--- src/design/sip_pkg.sv ---
// Shared types and widths for the segment intersection point pipeline.
// Depends on nothing; every other file refers to it by scoped names.
package sip_pkg;

  // Coordinate width; every internal width below follows from it.
  localparam int COORD_BITS = 16;
  // Difference of two coordinates.
  localparam int DIFF_W     = COORD_BITS + 1;
  // Product of two differences.
  localparam int PROD_W     = 2 * DIFF_W;
  // Cross product (difference of two products).
  localparam int CROSS_W    = PROD_W + 1;
  // Divisor |p1| + |p2|, dividend |p1| and running remainder.
  localparam int DEN_W      = CROSS_W + 1;
  // Quotient is below |d|, so it fits in a difference's width.
  localparam int QUO_W      = DIFF_W;

  typedef logic signed [COORD_BITS-1:0] coord_t;

  typedef struct packed {
    coord_t seg_a_start_x;
    coord_t seg_a_start_y;
    coord_t seg_a_end_x;
    coord_t seg_a_end_y;
    coord_t seg_b_start_x;
    coord_t seg_b_start_y;
    coord_t seg_b_end_x;
    coord_t seg_b_end_y;
  } in_beat_t;

  typedef struct packed {
    logic   crosses;
    coord_t cross_x;
    coord_t cross_y;
  } out_beat_t;

  // One coordinate's share of the divider: the scale |d| is consumed MSB first.
  typedef struct packed {
    logic              neg;
    logic [DIFF_W-1:0] mag;
    coord_t            start;
    logic [DEN_W-1:0]  rem;
    logic [QUO_W-1:0]  quo;
  } div_axis_t;

  typedef struct packed {
    logic             crosses;
    logic [DEN_W-1:0] num;
    logic [DEN_W-1:0] den;
    div_axis_t        x;
    div_axis_t        y;
  } div_beat_t;

endpackage

--- src/design/sip_skid.sv ---
// Output register with a one-beat skid buffer behind it.
// Frees the pipeline from the consumer's stall; uses sip_pkg::out_beat_t.
module sip_skid (
  input  logic                clk_i,
  input  logic                rst_ni,
  input  logic                valid_i,
  input  sip_pkg::out_beat_t  data_i,
  output logic                ready_o,
  output logic                valid_o,
  input  logic                stall_i,
  output sip_pkg::out_beat_t  data_o
);

  logic               out_valid_d, out_valid_q;
  logic               skid_valid_d, skid_valid_q;
  sip_pkg::out_beat_t out_d, out_q;
  sip_pkg::out_beat_t skid_d, skid_q;
  logic               take;

  assign take = out_valid_q && !stall_i;

  // Refill the output from the skid first; otherwise route the incoming beat.
  always_comb begin
    out_valid_d  = out_valid_q;
    skid_valid_d = skid_valid_q;
    out_d        = out_q;
    skid_d       = skid_q;
    if (skid_valid_q) begin
      if (take) begin
        out_d        = skid_q;
        skid_valid_d = 1'b0;
      end
    end else if (valid_i) begin
      if (!out_valid_q || take) begin
        out_d       = data_i;
        out_valid_d = 1'b1;
      end else begin
        skid_d       = data_i;
        skid_valid_d = 1'b1;
      end
    end else if (take) begin
      out_valid_d = 1'b0;
    end
  end

  always_ff @(posedge clk_i or negedge rst_ni) begin
    if (!rst_ni) begin
      out_valid_q  <= 1'b0;
      skid_valid_q <= 1'b0;
    end else begin
      out_valid_q  <= out_valid_d;
      skid_valid_q <= skid_valid_d;
    end
  end

  always_ff @(posedge clk_i) begin
    out_q  <= out_d;
    skid_q <= skid_d;
  end

  assign ready_o = !skid_valid_q;
  assign valid_o = out_valid_q;
  assign data_o  = out_q;

endmodule
--- config.mk ---
export PLATFORM = sky130hd
export DESIGN_NAME = sip_skid
export DESIGN_NICKNAME = d
export VERILOG_FILES = /design/src/design/sip_pkg.sv /design/src/design/sip_skid.sv
export SDC_FILE = /design/constraint.sdc
export NUM_CORES = 1
export LEC_CHECK = 0
export ABC_AREA = 1
export BUFFER_PORTS_ARGS = -buffer_cell sky130_fd_sc_hd__buf_2
export CELL_PAD_IN_SITES_DETAIL_PLACEMENT = 1
export CELL_PAD_IN_SITES_GLOBAL_PLACEMENT = 2
export CORE_ASPECT_RATIO = 1.1
export CORE_MARGIN = 1.5
export CORE_UTILIZATION = 25
export DETAILED_ROUTE_END_ITERATION = 10
export PLACE_DENSITY = 0.68
export SYNTH_ARGS = -nofsm -noshare
export SYNTH_HDL_FRONTEND = slang
export SYNTH_SLANG_ARGS = --single-unit
--- constraint.sdc ---
create_clock -name clk_i -period 3.3 [get_ports clk_i]
set_input_delay 0.33 -clock clk_i [delete_from_list [all_inputs] [get_ports clk_i]]
set_output_delay 0.33 -clock clk_i [all_outputs]
set_load 0.005 [all_outputs]
# After elaboration in Yosys (flattened, before gate mapping)
# Index checks and enable logic that the tools add are counted.
# op_classes
n_addsub	0
mul	0
div	0
n_lt_le_gt_ge	0
eq_ne	2
shifts	0
muxes	11
n_bitwise	2
reduce_logical	11
# op_table
cell	n
two-way mux 33 bit	4
AND reduction 3 bit	3
two-way mux 1 bit	7
nonzero test 2 bit	3
!= test 2 x 1 -> 1 bit, second input constant	2
zero test 1 bit	3
NOT 1 bit	2
logical AND 1 bit	1
logical OR 1 bit	1
# totals
regBits	68
latch_bits	0
ram_bits	0
mem_bits_ro	0
output_inout_bits	35
wordCells	34
n_memories	0

# Longest topological paths before layout
# logic_depth
word_depth	6
depth_mapped	4

# Worst setup path before layout
# No wires, ideal clock.
# synth_path
kind	reg-to-reg
from	register skid_valid_q
to	register out_q, in the netlist data_o[0], enable pin
setup_ps	424
arrival_ps	2056
slack_ps	820
path_stages_with_launch	5
n_path_buf	1
synth_period_minus_slack_ps	2480
cell_sequence	dfrtp_1 > buf_4 > nand2_1 > nand2_1 > nor2_1
# synth_between
elab_chain_cells	2
# synth_lines
item	line	rtl
from (decl)	sip_skid.sv:15	logic skid_valid_d, skid_valid_q;
from (signal assigned)	sip_skid.sv:52	skid_valid_q <= skid_valid_d;
!= test 2 x 1 -> 1 bit (no line) / nonzero test 2 bit (equally long branches)	-	
AND reduction 3 bit (no line) *	-	
to (signal assigned)	sip_skid.sv:57	out_q <= out_d;
to (decl)	sip_skid.sv:16	sip_pkg::out_beat_t out_d, out_q;
# Mark *: on every way between the ends. The rest lies on a longest branch, timed or not.
# A chain may end at the register's enable or synchronous reset.

# Worst setup path in the final report
# layout_path
from	register skid_valid_q
to	output port ready_o
# layout_between
elab_chain_cells	1
# layout_lines
item	line	rtl
zero test 1 bit	sip_skid.sv:61	assign ready_o = !skid_valid_q;
to (decl)	sip_skid.sv:8	output logic ready_o,
# No other way between the ends.

==> metrics.txt <==
CP endpoint kind=primary output; Post-synth top cells=108 x nand2_1, 66 x edfxtp_1, 5 x inv_1, 4 x buf_2, 3 x nor2_1; crit path DAT=approximately 1.8 ns; top cell type's share of synthesized area=0.785; worst-skew pair later-pin latency=0.33 ns; clock sink count=68; drt via density=4.05; EDFF count, synth=66; clock root buffer=clkbuf_8; drt first pass iters=7; max cap viols=0; DRC=12; Final GP Congestion=0.637; largest net degree at the start of global routing=36; worst reg-to-reg setup slack=1.23 ns; I/O pins=72; Avg Synthesized Cell Area=13.1 um^2; WHS Path Cells=1; detailed placement HPWL=3610 um; Post-Syn Area=2530 um^2; worst reg2reg path startpoint=skid_valid_q$_DFF_PN0_; Synth Warn #=0; Max IR drop VDD=0.291 mV; Final period util=0.629; depth of the most critical reg-to-reg path=2; initial antenna violation count=0; GRT Util Overall=0.109; skew final=0.00336 ns; vias in the first global route=1643; top post-synthesis cells by area=edfxtp_1 78%, nand2_1 16%, dfrtp_1 2.0%; Storage cell area=2030 um^2; GRT overflow=0; setup_tns=0 ns; Lkg Pwr=between 1 and 1.5 nW; peak fanout along the critical path=35; Nets=between 300 and 400; buffers added on ports=71; RSZ-0062 raised after global routing=no; P&R area growth vs syn=25.2%; synth unique cells=10; Seq cells post-synth=just under 70; # setup viols final=0; worst slew pin tran=0.978 ns; first-pass GRT wire length=a little under 9000 um; Hold Crit Start=data_i[23]; Starting DRT DRC Count=34; fraction of layout cells with a size suffix above 1=0.318; total routed wirelength=5400 um; worst-case clock buffer depth=2; reg2reg end=data_o[13]$_DFFE_PP_; width of the die=98.8 um; status=finished with violations; CTS clock-pin slew for the worst setup and hold paths=0.07 ns; relative slew slack=0.346; num rows=38; Worst EP required=2.97 ns; sequential area share after synthesis=0.804; Mapped Cells=193; count leader, synth=nand2_1; Main synth FF type=edfxtp_1; CP startpoint kind=register; PwrDens=800 nW/um^2; # H-tree levels=3; cts repair resizes=0; total number of vias=between 1500 and 2000; Final Slew Violations=0; Synth Net Count=230; core area=slightly below 10000 um^2; Fin. Hold Viols=0; largest area contributor in the netlist=edfxtp_1; CTS tree=built; Setup CP Type=reg2out; fillers=about 1100; ys async rst share=0.0294; Final min period=2.08 ns; WL per Instance=roughly 14 um; Final WS setup=~1.2 ns; Achievable Freq=482 MHz; Inserted Clock Buffers=9; Place WS=1.17 ns; HP Class=in2reg; Hold Path Sink=skid_q[23]$_DFFE_PP_; Antenna Nets Post-Route=0; Die ar.=10700 um^2; failing checks=DRC; Initial Utilization=0.257; Die H=108 um; area occupied by multi-input gates=429 um^2
==> critical path: stages, from the launching register on <==
cell and delay (ns):
dfrtp_1 0.72, inv_2 0.44, buf_2 0.25
==> power by group <==
part / switching (mW) / internal, mW
Clock: 0.293 / 0.258
Sequential: 0.0888 / 1.28
Combinational: 0.395 / 0.218
==> cell type report <==
cell class                 count  share of cell area
sequential                    68               0.642
tap                          120              0.0475
timing repair buffer          74               0.120
clock buffer                  10              0.0403
clock inverter                 4             0.00593
inverter                       6             0.00712
antenna                        1            0.000791
multi-input combinational    112               0.136
==> registers in the layout (all words and copies together), names as in the netlist <==
| signal | cells |
|---|---|
| skid_valid_q | 1 |
| skid_q | 33 |
| data_o | 33 |
| valid_o | 1 |
==> logic make-up after synthesis <==
logic type,after synthesis,share of synthesized area
buffers and inverters,13,0.0287
and+or+nand+nor,112,0.167
DFF,68,0.804
==> how the worst max path moves through the flow <==
stage	startpoint	endpoint	cells after the start	slack (ns)
finish	skid_valid_q$_DFF_PN0_	ready_o	2	1.22
detailed placement	skid_valid_q$_DFF_PN0_	data_o[11]$_DFFE_PP_	2	1.17
CTS	skid_valid_q$_DFF_PN0_	ready_o	2	1.13
global route	skid_valid_q$_DFF_PN0_	ready_o	2	1.02
floorplan	skid_valid_q$_DFF_PN0_	data_o[0]$_DFFE_PP_	4	0.82
global placement	skid_valid_q$_DFF_PN0_	data_o[5]$_DFFE_PP_	2	1.22
==> cells in the final DEF, fill, tap and decap left out <==
master / n
nand2_1: 108
clkinv_2: 3
buf_2: 71
clkbuf_8: 9
dlygate4sd3_1: 1
diode_2: 1
buf_4: 2
edfxtp_1: 66
clkinv_1: 2
nor2_1: 2
nand3_1: 1
inv_2: 1
nor2_4: 1
clkbuf_1: 1
dfrtp_1: 2
inv_1: 4
==> metal layers <==
layer	global-route usage	routed length [um]	vias to the layer above
met2	0.180	2580	50
met5	0	0	-
met1	0.129	2410	751
met4	0.0429	61	0
met3	0.0394	349	5
li1	-	-	795
==> timing repair <==
action	CTS	global route
endpoints found under the hold margin	2	0
setup endpoints to repair	0	0
buffers inserted	0	0
hold buffers	1	0
==> per-stage QoR <==
stage	util	cell area [um^2]	hold slack, ns	power [mW]	instances
after CTS	0.321	3160	0.170	2.58	394
final	0.321	3160	0.188	2.53	395
after detailed placement	0.305	3000	0.124	2.02	379
after global placement	0.305	3000	0.123	2.01	379
after floorplan	-	2530	0.0344	1.72	193
after global routing	0.321	3160	0.167	2.71	394
(Power assumes the default switching activity.)
