[src/design/sip_pkg.sv]
// Shared types and widths for the segment intersection point pipeline.
// Depends on nothing; every other file refers to it by scoped names.
package sip_pkg;

  // Coordinate width; every internal width below follows from it.
  localparam int COORD_BITS = 16;
  // Difference of two coordinates.
  localparam int DIFF_W     = COORD_BITS + 1;
  // Product of two differences.
  localparam int PROD_W     = 2 * DIFF_W;
  // Cross product (difference of two products).
  localparam int CROSS_W    = PROD_W + 1;
  // Divisor |p1| + |p2|, dividend |p1| and running remainder.
  localparam int DEN_W      = CROSS_W + 1;
  // Quotient is below |d|, so it fits in a difference's width.
  localparam int QUO_W      = DIFF_W;

  typedef logic signed [COORD_BITS-1:0] coord_t;

  typedef struct packed {
    coord_t seg_a_start_x;
    coord_t seg_a_start_y;
    coord_t seg_a_end_x;
    coord_t seg_a_end_y;
    coord_t seg_b_start_x;
    coord_t seg_b_start_y;
    coord_t seg_b_end_x;
    coord_t seg_b_end_y;
  } in_beat_t;

  typedef struct packed {
    logic   crosses;
    coord_t cross_x;
    coord_t cross_y;
  } out_beat_t;

  // One coordinate's share of the divider: the scale |d| is consumed MSB first.
  typedef struct packed {
    logic              neg;
    logic [DIFF_W-1:0] mag;
    coord_t            start;
    logic [DEN_W-1:0]  rem;
    logic [QUO_W-1:0]  quo;
  } div_axis_t;

  typedef struct packed {
    logic             crosses;
    logic [DEN_W-1:0] num;
    logic [DEN_W-1:0] den;
    div_axis_t        x;
    div_axis_t        y;
  } div_beat_t;

endpackage

[src/design/sip_div_step.sv]
// One registered step of the scaled divider: floor(|d| * num / den).
// Consumes one bit of |d| per step for both coordinates; uses sip_pkg types.
module sip_div_step (
  input  logic                clk_i,
  input  logic                rst_ni,
  input  logic                en_i,
  input  logic                valid_i,
  input  sip_pkg::div_beat_t  data_i,
  output logic                valid_o,
  output sip_pkg::div_beat_t  data_o
);

  localparam int DiffW = sip_pkg::DIFF_W;
  localparam int DenW  = sip_pkg::DEN_W;
  localparam int QuoW  = sip_pkg::QUO_W;
  localparam int TW    = DenW + 2;

  // rem' = 2*rem + bit*num, then subtract den up to twice (num < den keeps rem' < 3*den).
  function automatic sip_pkg::div_axis_t step_axis(sip_pkg::div_axis_t a,
                                                   logic [DenW-1:0] num,
                                                   logic [DenW-1:0] den);
    sip_pkg::div_axis_t res;
    logic [TW-1:0]      t;
    logic [TW-1:0]      den1;
    logic [TW-1:0]      den2;
    logic [TW-1:0]      r;
    logic [1:0]         dig;
    t    = TW'({a.rem, 1'b0}) + (a.mag[DiffW-1] ? TW'(num) : TW'(0));
    den1 = TW'(den);
    den2 = TW'({den, 1'b0});
    priority if (t >= den2) begin
      r   = t - den2;
      dig = 2'd2;
    end else if (t >= den1) begin
      r   = t - den1;
      dig = 2'd1;
    end else begin
      r   = t;
      dig = 2'd0;
    end
    res       = a;
    res.rem   = r[DenW-1:0];
    res.quo   = {a.quo[QuoW-2:0], 1'b0} + QuoW'(dig);
    res.mag   = {a.mag[DiffW-2:0], 1'b0};
    return res;
  endfunction

  logic               valid_q;
  sip_pkg::div_beat_t data_d, data_q;

  // Step both coordinates; shared fields pass through.
  always_comb begin
    data_d   = data_i;
    data_d.x = step_axis(data_i.x, data_i.num, data_i.den);
    data_d.y = step_axis(data_i.y, data_i.num, data_i.den);
  end

  always_ff @(posedge clk_i or negedge rst_ni) begin
    if (!rst_ni) begin
      valid_q <= 1'b0;
    end else if (en_i) begin
      valid_q <= valid_i;
    end
  end

  always_ff @(posedge clk_i) begin
    if (en_i) begin
      data_q <= data_d;
    end
  end

  assign valid_o = valid_q;
  assign data_o  = data_q;

endmodule

[config.mk]
export PLATFORM = sky130hd
export DESIGN_NAME = sip_div_step
export DESIGN_NICKNAME = d
export VERILOG_FILES = /design/src/design/sip_pkg.sv /design/src/design/sip_div_step.sv
export SDC_FILE = /design/constraint.sdc
export NUM_CORES = 1
export LEC_CHECK = 0
export BUFFER_PORTS_ARGS = -buffer_cell sky130_fd_sc_hd__buf_2
export CAP_MARGIN = 20
export CORE_UTILIZATION = 33
export CTS_BUF_LIST = sky130_fd_sc_hd__clkbuf_2 sky130_fd_sc_hd__clkbuf_4 sky130_fd_sc_hd__clkbuf_8
export DETAILED_ROUTE_END_ITERATION = 10
export PLACE_DENSITY = 0.6
export SYNTH_ARGS = -nofsm -noshare
export SYNTH_HDL_FRONTEND = slang
export SYNTH_SLANG_ARGS = --single-unit
[constraint.sdc]
create_clock -name clk_i -period 0.8 [get_ports clk_i]
set_input_delay 0.08 -clock clk_i [delete_from_list [all_inputs] [get_ports clk_i]]
set_output_delay 0.08 -clock clk_i [all_outputs]
set_load 0.01 [all_outputs]
* Word level (Yosys, flattened, before mapping)
Index checks and enable logic that the tools add are counted.
Word-level totals: output and inout bits 248, input port bits 251, bits in registers 246, word-level logic and storage cells 36
Operators by class: order comparisons 4, multiplexer cells 10, add/sub/neg operators 8
Operators by type and width (number):
- two-way mux 36 bit | 6
- subtractor 36 bit | 4
- adder 37 x 36 -> 38 bit | 2
- >= comparator 38 x 36 -> 1 bit | 2
- >= comparator 38 x 37 -> 1 bit | 2
- adder 17 x 2 -> 17 bit | 2
- two-way mux 2 bit | 2
- two-way mux 1 bit | 2

* Logic depth before layout (Yosys ltp)
word-level depth 6, depth in mapped cells 33, gate-level depth less buffers 29

* Worst setup path after synthesis
OpenSTA, ideal clock, no wires.
kind input-to-reg, start point input data_i[172] (netlist name), end point register data_q, in the netlist data_o[102], data pin, library setup time 0.260 ns, cell stages on the path 33, path slack -5.617 ns, data arrival time 6.156 ns, buffers on the path 5, cell sequence clkbuf_1 > and2_1 > ha_1 > inv_1 > fa_1 > nor2b_1 > o31a_1 > o21ai_1 > nand2_1 > a21oi_1 > o31ai_1 > a21oi_1 > a311oi_1 > xor2_1 > ha_1 > clkbuf_1 > a21o_1 > a21o_1 > a221o_1 > a211o_1 > a41oi_1 > o221ai_1 > a21o_1 > a211o_1 > clkbuf_1 > buf_2 > clkbuf_1 > ha_1 > ha_1 > nand3_1 > or2_2 > nor2_1 > xor2_1
RTL lines:
- start: declaration | line sip_div_step.sv:8 | input sip_pkg::div_beat_t data_i,
- end signal: assignment | line sip_div_step.sv:68 | data_q <= data_d;
- end: declaration | line sip_div_step.sv:49 | sip_pkg::div_beat_t data_d, data_q;

==> flow_summary.yaml <==
outcome:
  outcome: "complete, but fails checks"
  violations: "negative hold slack, negative setup slack"
worst_setup_path:
  start_kind: "input pin"
  crit_family: "compound AO/OA/AOI/OAI gates"
  cp_slowest_cell: "a211o_4"
  path_class: "input pin to register"
  worst_path_largest_cell_delay_ns: 0.42
  cp-end-kind: "register"
  cp.buffers_inverters: 3
  cp.arrival_ns: 5.33
  crit_fanout: 7
  cp_common_cell: "a21o_1"
  cp.required_ns: 1.19
sta:
  hold_ws_ns: -0.195
  fmax_ghz: 0.202
  slew_violations: 0
  fin_crit_ns: 4.94
  setup_slack_ns: -4.14
  finalSetupTns_ns: -587.03
  skew_ns: 0
  setup-violations-final: 553
  finalHoldViolCount: 7
  slew_headroom: 0.543
  post-route-period-util: 6.18
  tightest_slew_ns: 0.678
  rsz0062_at_grt: "yes"
clocking:
  worstSkewPairLatency_ns: 0.63
  clockBufferDepth: 3
  cts_buffers: 45
  ctsHoldBuffers: 182
  clock-sinks: 246
  root_buffer: "clkbuf_8"
  cts_tree: "built"
  htreeDepth: 2
  path_clk_slew_ns: 0.06
floorplan:
  coreArea_um2: 61700
  die_area_um2: 63400
  dieWidth_um: 252
  die_y_um: 252
  initial_utilization: 0.334
  io_pins: 499
  fp-row-count: 91
detailed_routing:
  highest_layer: "met4"
  route.detailed.drc: 0
  wl_met1_um: 35500
  routed-wl-met2_um: 43200
  antenna_left: 0
  wl_per_cell_um: 19.0
  drt_first_iter_violations: 1117
  vias_per_cell: 5.01
  wl_met3_um: 5200
  via_count: 23200
  dr.pass1.iters: 7
  routed_wl_um: 87800
logic_synthesis:
  syn_area_um2: 20600
  synth_warnings: 0
  synthFlopType: "edfxtp_1"
  yosysSeqAreaShare: 0.359
  synth_edf_count: 245
  ys_ff_latch: 246
  async_flop_share: 0.00407
  synth_cell_types: 76
  synth_area_per_cell_um2: 9.64
  synth_cells: 2136
placement:
  routabilityCongestion: 0.995
  io_buffer_count: 494
  hpwl_um: 67200
  place_ws_ns: -5.05
finish:
  nNetsFinal: 4222
  mostFrequentLayoutCell: "buf_4"
  area_growth_pct: 79.0
  drive_gt1_frac: 0.488
  mostFrequentLayoutCells: "buf_4, buf_2, edfxtp_1, dlygate4sd3_1, ha_1"
power:
  p_total_mw: 77.3
  vdd_drop_max_uv: 1360
  power_density_nw_per_um2: 2100
  leakage_nw: 17.3
global_routing:
  grt_pass1_wl_um: 129000
  grt-ovfl-total: 0
  grt_pass1_vias: 23600
  grt_start_max_net_pins: 24
  track_usage: 0.262
  antenna_found_initial: 13
flow_run:
  max-cap-violations: 0
hold_path:
  hp-class: "input pin to register"
## cells in the mapped netlist, types with 27 or more instances
cell      instances  share of area
a21o_1          107          0.039
a21oi_1         221          0.054
and2_1           78          0.024
and3_1           27         0.0082
clkbuf_1         40         0.0073
edfxtp_1        245           0.36
ha_1            220           0.13
inv_1           101          0.018
mux2i_1          93          0.045
nand2_1         155          0.028
nand3_1          39         0.0095
nand4_1          28         0.0085
nor2_1          130          0.024
o21a_1           29          0.011
o21ai_0          77          0.019
o21ai_1          31         0.0075
o21bai_1         29          0.011
xnor2_1         139          0.059
xor2_1           74          0.031
## kinds of logic (layout without fill, tap and decap cells)
logic type | count (synthesis) | in the layout | synth area share
AND/OR/NAND/NOR | 561 | 561 | 0.135
multiplexers | 97 | 97 | 0.0474
adder cells (fa/ha/maj) | 226 | 226 | 0.140
other | 1 | 12 | 0.000182
flip-flops | 246 | 246 | 0.359
XOR/XNOR | 213 | 213 | 0.0906
AO/OA/AOI/OAI | 635 | 636 | 0.198
buffers and inverters | 157 | 1795 | 0.0312
## flip-flops by register name (all words and copies together), names as in the netlist
register and flops:
data_o 245, valid_o 1
## path summary, 6_finish.rpt
check | startpoint | to | slack, ns | depth (start not counted)
worst max-delay path | data_i[172] | data_o[100] | -4.14 | 29
worst min-delay path | data_i[87] | data_o[88] | -0.20 | 2
worst max register to register | valid_o | valid_o | 0.06 | 1
worst min register to register | valid_o | valid_o | 0.51 | 1
max in group asynchronous | rst_ni | valid_o | 0.42 | 3
min in group asynchronous | rst_ni | valid_o | 0.28 | 3
## area by class of cell
class | instances | area [µm²]
Antenna cell | 10 | 25.0
Clock buffer | 50 | 657
Clock inverter | 28 | 278
Fill cell | 5116 | 24900
Inverter | 102 | 390
Multi-Input combinational cell | 1735 | 14900
Sequential cell | 246 | 7380
Tap cell | 837 | 1050
Timing Repair Buffer | 1615 | 12200
## timing repair
action | 4_1_cts | 5_1_grt
pin swaps | 140 | 93
resized for setup | 300 | 164
setup endpoints to repair | 352 | 549
cloned | 5 | 12
setup buffers | 57 | 37
endpoints found under the hold margin | 240 | 7
## metal layers
layer,vias to the layer above,track usage
met1,11000,0.310
met5,-,0
met4,0,0.122
li1,11200,-
met2,832,0.465
met3,190,0.0395
## power by group
group	total, mW	internal (mW)	switching (mW)
clock network	13.0	7.16	5.86
registers	17.9	17.1	0.750
logic	46.4	24.0	22.4
## per-stage QoR
step,instance area (µm²),utilization,std cells
CTS,35600,0.576,4576
detailed placement,30700,0.498,4254
finish,36800,0.597,4623
global placement,30700,0.498,4254
global route,36800,0.597,4619
floorplan,21000,-,2137
(Power assumes the default switching activity.)
